==> config.mk <==
export PLATFORM = sky130hd
export DESIGN_NAME = irt_ram
export DESIGN_NICKNAME = d
export VERILOG_FILES = /design/src/rtl/core/irt_ram.sv
export SDC_FILE = /design/constraint.sdc
export NUM_CORES = 1
export LEC_CHECK = 0
export ABC_AREA = 0
export BUFFER_PORTS_ARGS = -buffer_cell sky130_fd_sc_hd__buf_2
export CAP_MARGIN = 30
export CORE_MARGIN = 1
export CORE_UTILIZATION = 35
export CTS_CLUSTER_DIAMETER = 30
export DETAILED_ROUTE_END_ITERATION = 12
export PLACE_DENSITY = 0.55
export SLEW_MARGIN = 20
export SYNTH_ARGS = -nofsm -noshare
export SYNTH_HDL_FRONTEND = slang
export SYNTH_SLANG_ARGS = --single-unit
==> constraint.sdc <==
create_clock -name i_clk -period 2.09 [get_ports i_clk]
set_input_delay 0.3135 -clock i_clk [delete_from_list [all_inputs] [get_ports i_clk]]
set_output_delay 0.3135 -clock i_clk [all_outputs]
set_load 0.02 [all_outputs]
==> src/rtl/core/irt_ram.sv <==
module irt_ram #(
    parameter int WIDTH = 8,
    parameter int DEPTH = 16,
    localparam int AW = (DEPTH > 1) ? $clog2(DEPTH) : 1
) (
    input  logic             i_clk,
    input  logic             i_wr_en,
    input  logic [AW-1:0]    i_wr_addr,
    input  logic [WIDTH-1:0] i_wr_data,
    input  logic             i_rd_en,
    input  logic [AW-1:0]    i_rd_addr,
    output logic [WIDTH-1:0] o_rd_data
);

    logic [WIDTH-1:0] r_mem [DEPTH];
    logic [WIDTH-1:0] r_rd_data;

    // Write port and registered read port
    always_ff @(posedge i_clk) begin
        if (i_wr_en) begin
            r_mem[i_wr_addr] <= i_wr_data;
        end
        if (i_rd_en) begin
            r_rd_data <= r_mem[i_rd_addr];
        end
    end

    assign o_rd_data = r_rd_data;

endmodule

; ---- Word-level counts from Yosys, hierarchy flattened
; Memory sizes are Yosys's and may differ from the RTL's. A register that Yosys moved wholly into a read port is not among the register bits.
; Index checks and enable logic that the tools add are counted.
[totals]
n_memories = 1
reg_bits = 0
ram_bits = 128
word_cells = 3
[mem_list]
columns = name, depth, width, rd, rd_clocked_by_memory_dff, wr, line
row1 = r_mem, 16, 8, 1, 1, 1, 15  ; logic [WIDTH-1:0] r_mem [DEPTH];
[op_classes]
n_mux = 2
[op_table]
columns = operator, count
row1 = $mux W1, 2

; ---- Logic depth before layout (Yosys ltp)
; Gate-level depths: netlist of run 1.
[depth]
word_depth = 2
ltp_mapped = 5

; ---- Worst setup path before layout of run 1
; Ideal clock, no wire load.
[synth_path]
kind = in2reg
start = input port i_wr_addr[2]
end = memory r_mem[0][0], enable pin
setup_slack_ns = 0.284
arrival_ns = 1.423
n_path_buf = 0
required_time_ns = 1.707
setup_time_ns = 0.383
path_stages = 2
cell_sequence = or3b_2 > nor3_1
[synth_lines]
columns = element, line
row1 = from (decl), 8  ; input logic [AW-1:0] i_wr_addr,
row2 = to (decl), 15
; No word-level cell before the write port.

==> results.toml, run 1 <==
[timing]
slew_viol_final = 0
rsz0062_at_grt = "no"
hold_violations = 0
fmax_ghz = 0.670
fin_skew_ps = 4.61
worstMarginPinSlew_ps = 373
period_minus_slack_ps = 1490
setup_viol = 0
timing.final.crit_share_pct = 71.4
holdWs_ps = 270
setup_tns_ps = 0
max-slew-margin-rel_pct = 75.1

[logic_synthesis]
ys_seq_area_share_pct = 78.1
ys_warn_count = 0
yosysUniqueCellTypes = 18
syn-cell-area_um2 = 5230
ys_seq_elements = 136
syn_inst = 229
syn_nets = 248
avgSynthCellArea_um2 = 22.8

[worst_setup_path]
worstSetupEndpointType = "register"
r2r-start = "r_mem[9][2]"
r2r_end = "o_rd_data[2]"
critical_path_required_ps = 2250
arrival_ps = 1660
path_max_fanout = 1
crit_path_start_kind = "register"
worst-setup-path-type = "reg2reg"
rr_worst_depth = 3
startpoint = "r_mem[9][2]"
crit_path_end = "o_rd_data[2]"
rrSetupSlack_ps = 600

[run]
maxCapViolations = 0

[final_layout]
finalNetCount = 306
areaGrowthSynthToFinish_pct = 20.9
fillCellCount = 1297
n_antenna_cell = 0
layout-drive-gt1-share_pct = 32.3

[die]
initial_core_util_pct = 36.0
ios = 27
rows = 44
die_h_um = 124
core_um2 = 14500
die_x_um = 124
die-area_um2 = 15400

[power]
p_per_area_nw_per_um2 = 1020
ir_worst_vdd_mv = 0.549
leakagePower_nw = 2.13

[clocking]
cts_resized = 0
cts.sinks = 136
cts-root-buf = "clkbuf_16"
clk_path_buf_depth = 2
post-cts-setup-buffer-count = 0
cts_tree = "yes"
worstSkewPairLatency_ps = 420
cts_buffers = 17
clk_pin_slew_ps = 60
cts-hold-fix-buffers = 0
htree_levels = 4

[route]
first_pass_iters = 4
drtAntennaViolNets = 0
drc = 0
initialDrtViolationCount = 179
vias_per_cell = 5.10
num_vias = 2468
routedWlPerCell_um = 22.0
drt-total-wl_um = 10600

[global_routing]
grt.total_usage_pct = 14.9
grt_antenna_before_repair = 0
grt_pass1_wl_um = 16200
grt_overflow = 0
grt_max_degree = 20
grt_pass1_vias = 2673

[run_status]
outcome = "completed"

[min_path]
hold_path.class = "in2reg"

[placement]
hpwl_um = 7160
port_buffers = 26
place_congestion = 0.691
stage by stage:
stage / utilization (%) / setup slack, ps / cells / cell area, um2 / power, mW
2_1_floorplan: - / 284 / 229 / 5230 / 3.31
3_3_place_gp: 39.3 / 242 / 452 / 5710 / 3.46
3_5_place_dp: 39.3 / 223 / 452 / 5710 / 3.47
4_1_cts: 43.5 / 567 / 484 / 6320 / 6.52
5_1_grt: 43.5 / 519 / 484 / 6320 / 6.65
6_report: 43.5 / 597 / 484 / 6320 / 6.45
placed cells by master, fill, tap and decap left out, drive strengths merged, types with 2 or more instances in the layout:
cell / netlist / layout
nand3b: 2 / 2
clkinv: 0 / 6
clkbuf: 0 / 17
a22oi: 16 / 16
mux4: 32 / 32
nand2b: 2 / 2
buf: 7 / 49
nand2: 9 / 9
clkinvlp: 0 / 5
nor2: 13 / 13
edfxtp: 136 / 136
nor3: 4 / 4
bufinv: 0 / 4
where the power goes:
group / total [mW] / switching [mW] / internal [mW]
logic: 0.309 / 0.182 / 0.128
clock network: 3.05 / 1.08 / 1.97
registers: 3.09 / 0.0160 / 3.07
total: 6.45 / 1.27 / 5.17
worst min path at each step:
stage	start	end	slack, ps	cells past startpoint
3_3_place_gp	i_rd_en	o_rd_data[3]	700	1
6_report	i_rd_en	o_rd_data[5]	270	1
3_5_place_dp	i_rd_en	o_rd_data[3]	700	1
5_1_grt	i_rd_en	o_rd_data[5]	250	1
2_1_floorplan	i_wr_data[0]	r_mem[0][0]	410	0
4_1_cts	i_rd_en	o_rd_data[2]	250	1
synth_stat cells:
library cell	number	area share, %
nand3_1	1	0.096
nor3_1	4	0.38
nand2_1	9	0.65
buf_2	3	0.29
edfxtp_1	136	78
mux4_1	14	7.0
nor2b_1	1	0.12
buf_6	3	0.65
and2b_1	1	0.14
mux4_2	18	7.8
or3b_2	1	0.17
buf_4	1	0.14
clkdlybuf4s25_2	3	0.57
nand2b_1	2	0.24
nor2_1	13	0.93
a22oi_1	16	2.3
and2_1	1	0.12
nand3b_1	2	0.29
layer usage:
layer  global-route usage, %  routed length, um
met5                       0                  0
met4                    5.95                175
met3                    5.09                576
met2                    21.8               4930
met1                    20.5               4940
sequential cells by signal (all words and copies together) (netlist names):
signal,flops
o_rd_data,8
r_mem,128
logic make-up (layout without fill, tap and decap cells):
| family | count (synthesis) | after routing | synth area share, % |
|---|---|---|---|
| AO/OA/AOI/OAI | 16 | 16 | 2.30 |
| buffers and inverters | 10 | 81 | 1.65 |
| flip-flops | 136 | 136 | 78.1 |
| multiplexers | 32 | 32 | 14.8 |
| AND/OR/NAND/NOR | 35 | 35 | 3.14 |
cell type report:
cell class                      instances  area, um2  area share (%)
Clock buffer                           17        425            6.73
Clock inverter                         15        184            2.91
Multi-Input combinational cell         83       1060            16.7
Sequential cell                       136       4080            64.6
Tap cell                              184        230            3.64
Timing Repair Buffer                   49        340            5.38
worst max-delay path, stage by stage, from the launching register on:
cell and delay (ps):
edfxtp_1 370, mux4_1 520, a22oi_1 280, nand2_1 70
Power figures use the tool's default switching activity.
==> inputs of run 2 (changes only) <==
clock period = 1.5 ns   (was 2.09 ns; I/O delays follow)
==> results.toml, run 2 (synthesis results as in run 1) <==
[worst_setup_path]
path_delay_family = "multiplexers"
slowest_stage = "mux4_2"
worst-setup-path-type = "reg2reg"
worstSetupEndpointType = "register"
arrival_ps = 1590
critical_path_required_ps = 1650
crit_path_start_kind = "register"
crit_cells = 4
slowest_delay_ps = 480
cp_num_buf_inv = 1
rr_worst_depth = 4
path_cells = "mux4_2, a22oi_2, buf_4, nand2_2"
path_max_fanout = 1

[global_routing]
grt_use_met3_pct = 3.92
grt_use_met2_pct = 22.4
grt_pass1_wl_um = 16100
grt_max_degree = 23
grt_pass1_vias = 2592
busiest_layer = "met2"
grt_use_met1_pct = 20.0
grt_overflow = 0
grt_antenna_before_repair = 0
grt.total_usage_pct = 14.7

[final_layout]
areaGrowthSynthToFinish_pct = 20.3
layout-drive-gt1-share_pct = 33.0
largest_register = "r_mem"
utilization_pct = 43.3
largest_reg_flops = 128
final_cell_mix = "edfxtp_1, buf_2, buf_4, mux4_2, clkbuf_16"
final_common_cell = "edfxtp_1"
finalNetCount = 311
final_cells = 487
n_antenna_cell = 0

[placement]
port_buffers = 26
dp.cells = 457
place_congestion = 0.707
hpwl_um = 6820

[route]
routedWlPerCell_um = 21.4
vias_per_cell = 5.09
drt-total-wl_um = 10400
drc = 0
first_pass_iters = 4
drtAntennaViolNets = 0
initialDrtViolationCount = 189
num_vias = 2480

[run_status]
outcome = "completed"

[power]
p_sw_mw = 1.63
p_per_area_nw_per_um2 = 1330
clkPwrFrac_pct = 43.0
p_comb_share_pct = 5.4
leakagePower_nw = 2.12
p_int_mw = 6.70
sequentialPowerShare_pct = 51.7
ir_worst_vdd_mv = 0.812
switching_share_pct = 19.6

[die]
die_h_um = 124
die_x_um = 124
rows = 44
ios = 27
core_um2 = 14500
die-area_um2 = 15400
initial_core_util_pct = 36.0

[timing]
rsz0062_at_grt = "yes"
setup_viol = 0
worstMarginPinSlew_ps = 805
setup_tns_ps = 0
fin_skew_ps = 6.06
period_minus_slack_ps = 1440
slew_viol_final = 0
hold_violations = 0
timing.final.crit_share_pct = 96.1
fmax_ghz = 0.694
max-slew-margin-rel_pct = 46.1

[min_path]
hold_path.class = "in2reg"
min_path_cells = 1

[clocking]
cts-root-buf = "clkbuf_16"
cts-hold-fix-buffers = 0
clk_pin_slew_ps = 50
cts_buffers = 17
clk_path_buf_depth = 2
post-cts-setup-buffer-count = 0
worstSkewPairLatency_ps = 410
cts_tree = "yes"
htree_levels = 4
cts.sinks = 136

[run]
maxCapViolations = 0
==> run 2: cell types whose count changed in the layout (fill, tap and decap cells not counted), moves of 3 or more <==
cell        previous run  this run
clkbuf_1               0         6
clkinvlp_4             5         0
a22oi_1               16        12
a22oi_2                0         4
buf_4                 20        24
bufinv_16              4         1
==> run 2: worst reg2reg max path, cell delays in order (launching register included) <==
cell      delay [ps]
edfxtp_1         350
mux4_2           480
a22oi_2          180
buf_4            140
nand2_2           50
==> run 2: path summary, 6_finish.rpt <==
kind	start	end	slack (ps)
worst min-delay path	i_rd_en	o_rd_data[7]	180
worst min register to register	r_mem[14][0]	o_rd_data[0]	740
worst max register to register	r_mem[3][6]	o_rd_data[6]	60
worst max-delay path	r_mem[3][6]	o_rd_data[6]	60
==> run 2: timing repair <==
item / 4_1_cts / 5_1_grt
endpoints found under the setup margin: 1 / 3
endpoints found under the hold margin: 0 / 0
pin swaps: 0 / 1
gates resized for setup: 1 / 5
==> run 2: layout make-up <==
| class | count | area, um2 |
|---|---|---|
| multi-input combinational | 83 | 1080 |
| tap | 184 | 230 |
| timing repair buffer | 54 | 390 |
| clock buffer | 23 | 448 |
| clock inverter | 7 | 55.1 |
| fill | 1277 | 8250 |
| sequential | 136 | 4080 |
==> run 2: per-stage QoR <==
step / power [mW] / worst slack (ps) / area [um2] / hold slack (ps)
after floorplan: 4.62 / -0.964 / 5240 / 324
after global placement: 4.82 / -273 / 5770 / 595
after detailed placement: 4.83 / -271 / 5770 / 602
after CTS: 8.41 / 5.80 / 6270 / 173
after global routing: 8.60 / -22.5 / 6290 / 187
final: 8.34 / 58.3 / 6290 / 185
==> run 2: routing by layer <==
metal / routed length [um] / part of all wire, %
met1: 4900 / 47
met4: 121 / 1.2
met5: 0 / 0
met2: 5070 / 49
met3: 333 / 3.2
==> run 2: power groups by stage <==
| stage | sequential (mW) | clock [mW] | combinational [mW] |
|---|---|---|---|
| after floorplan | 4.40 | 0 | 0.219 |
| after global placement | 4.38 | 0 | 0.442 |
| after detailed placement | 4.39 | 0 | 0.448 |
| after CTS | 4.31 | 3.65 | 0.451 |
| after global routing | 4.31 | 3.80 | 0.487 |
| final | 4.31 | 3.58 | 0.446 |
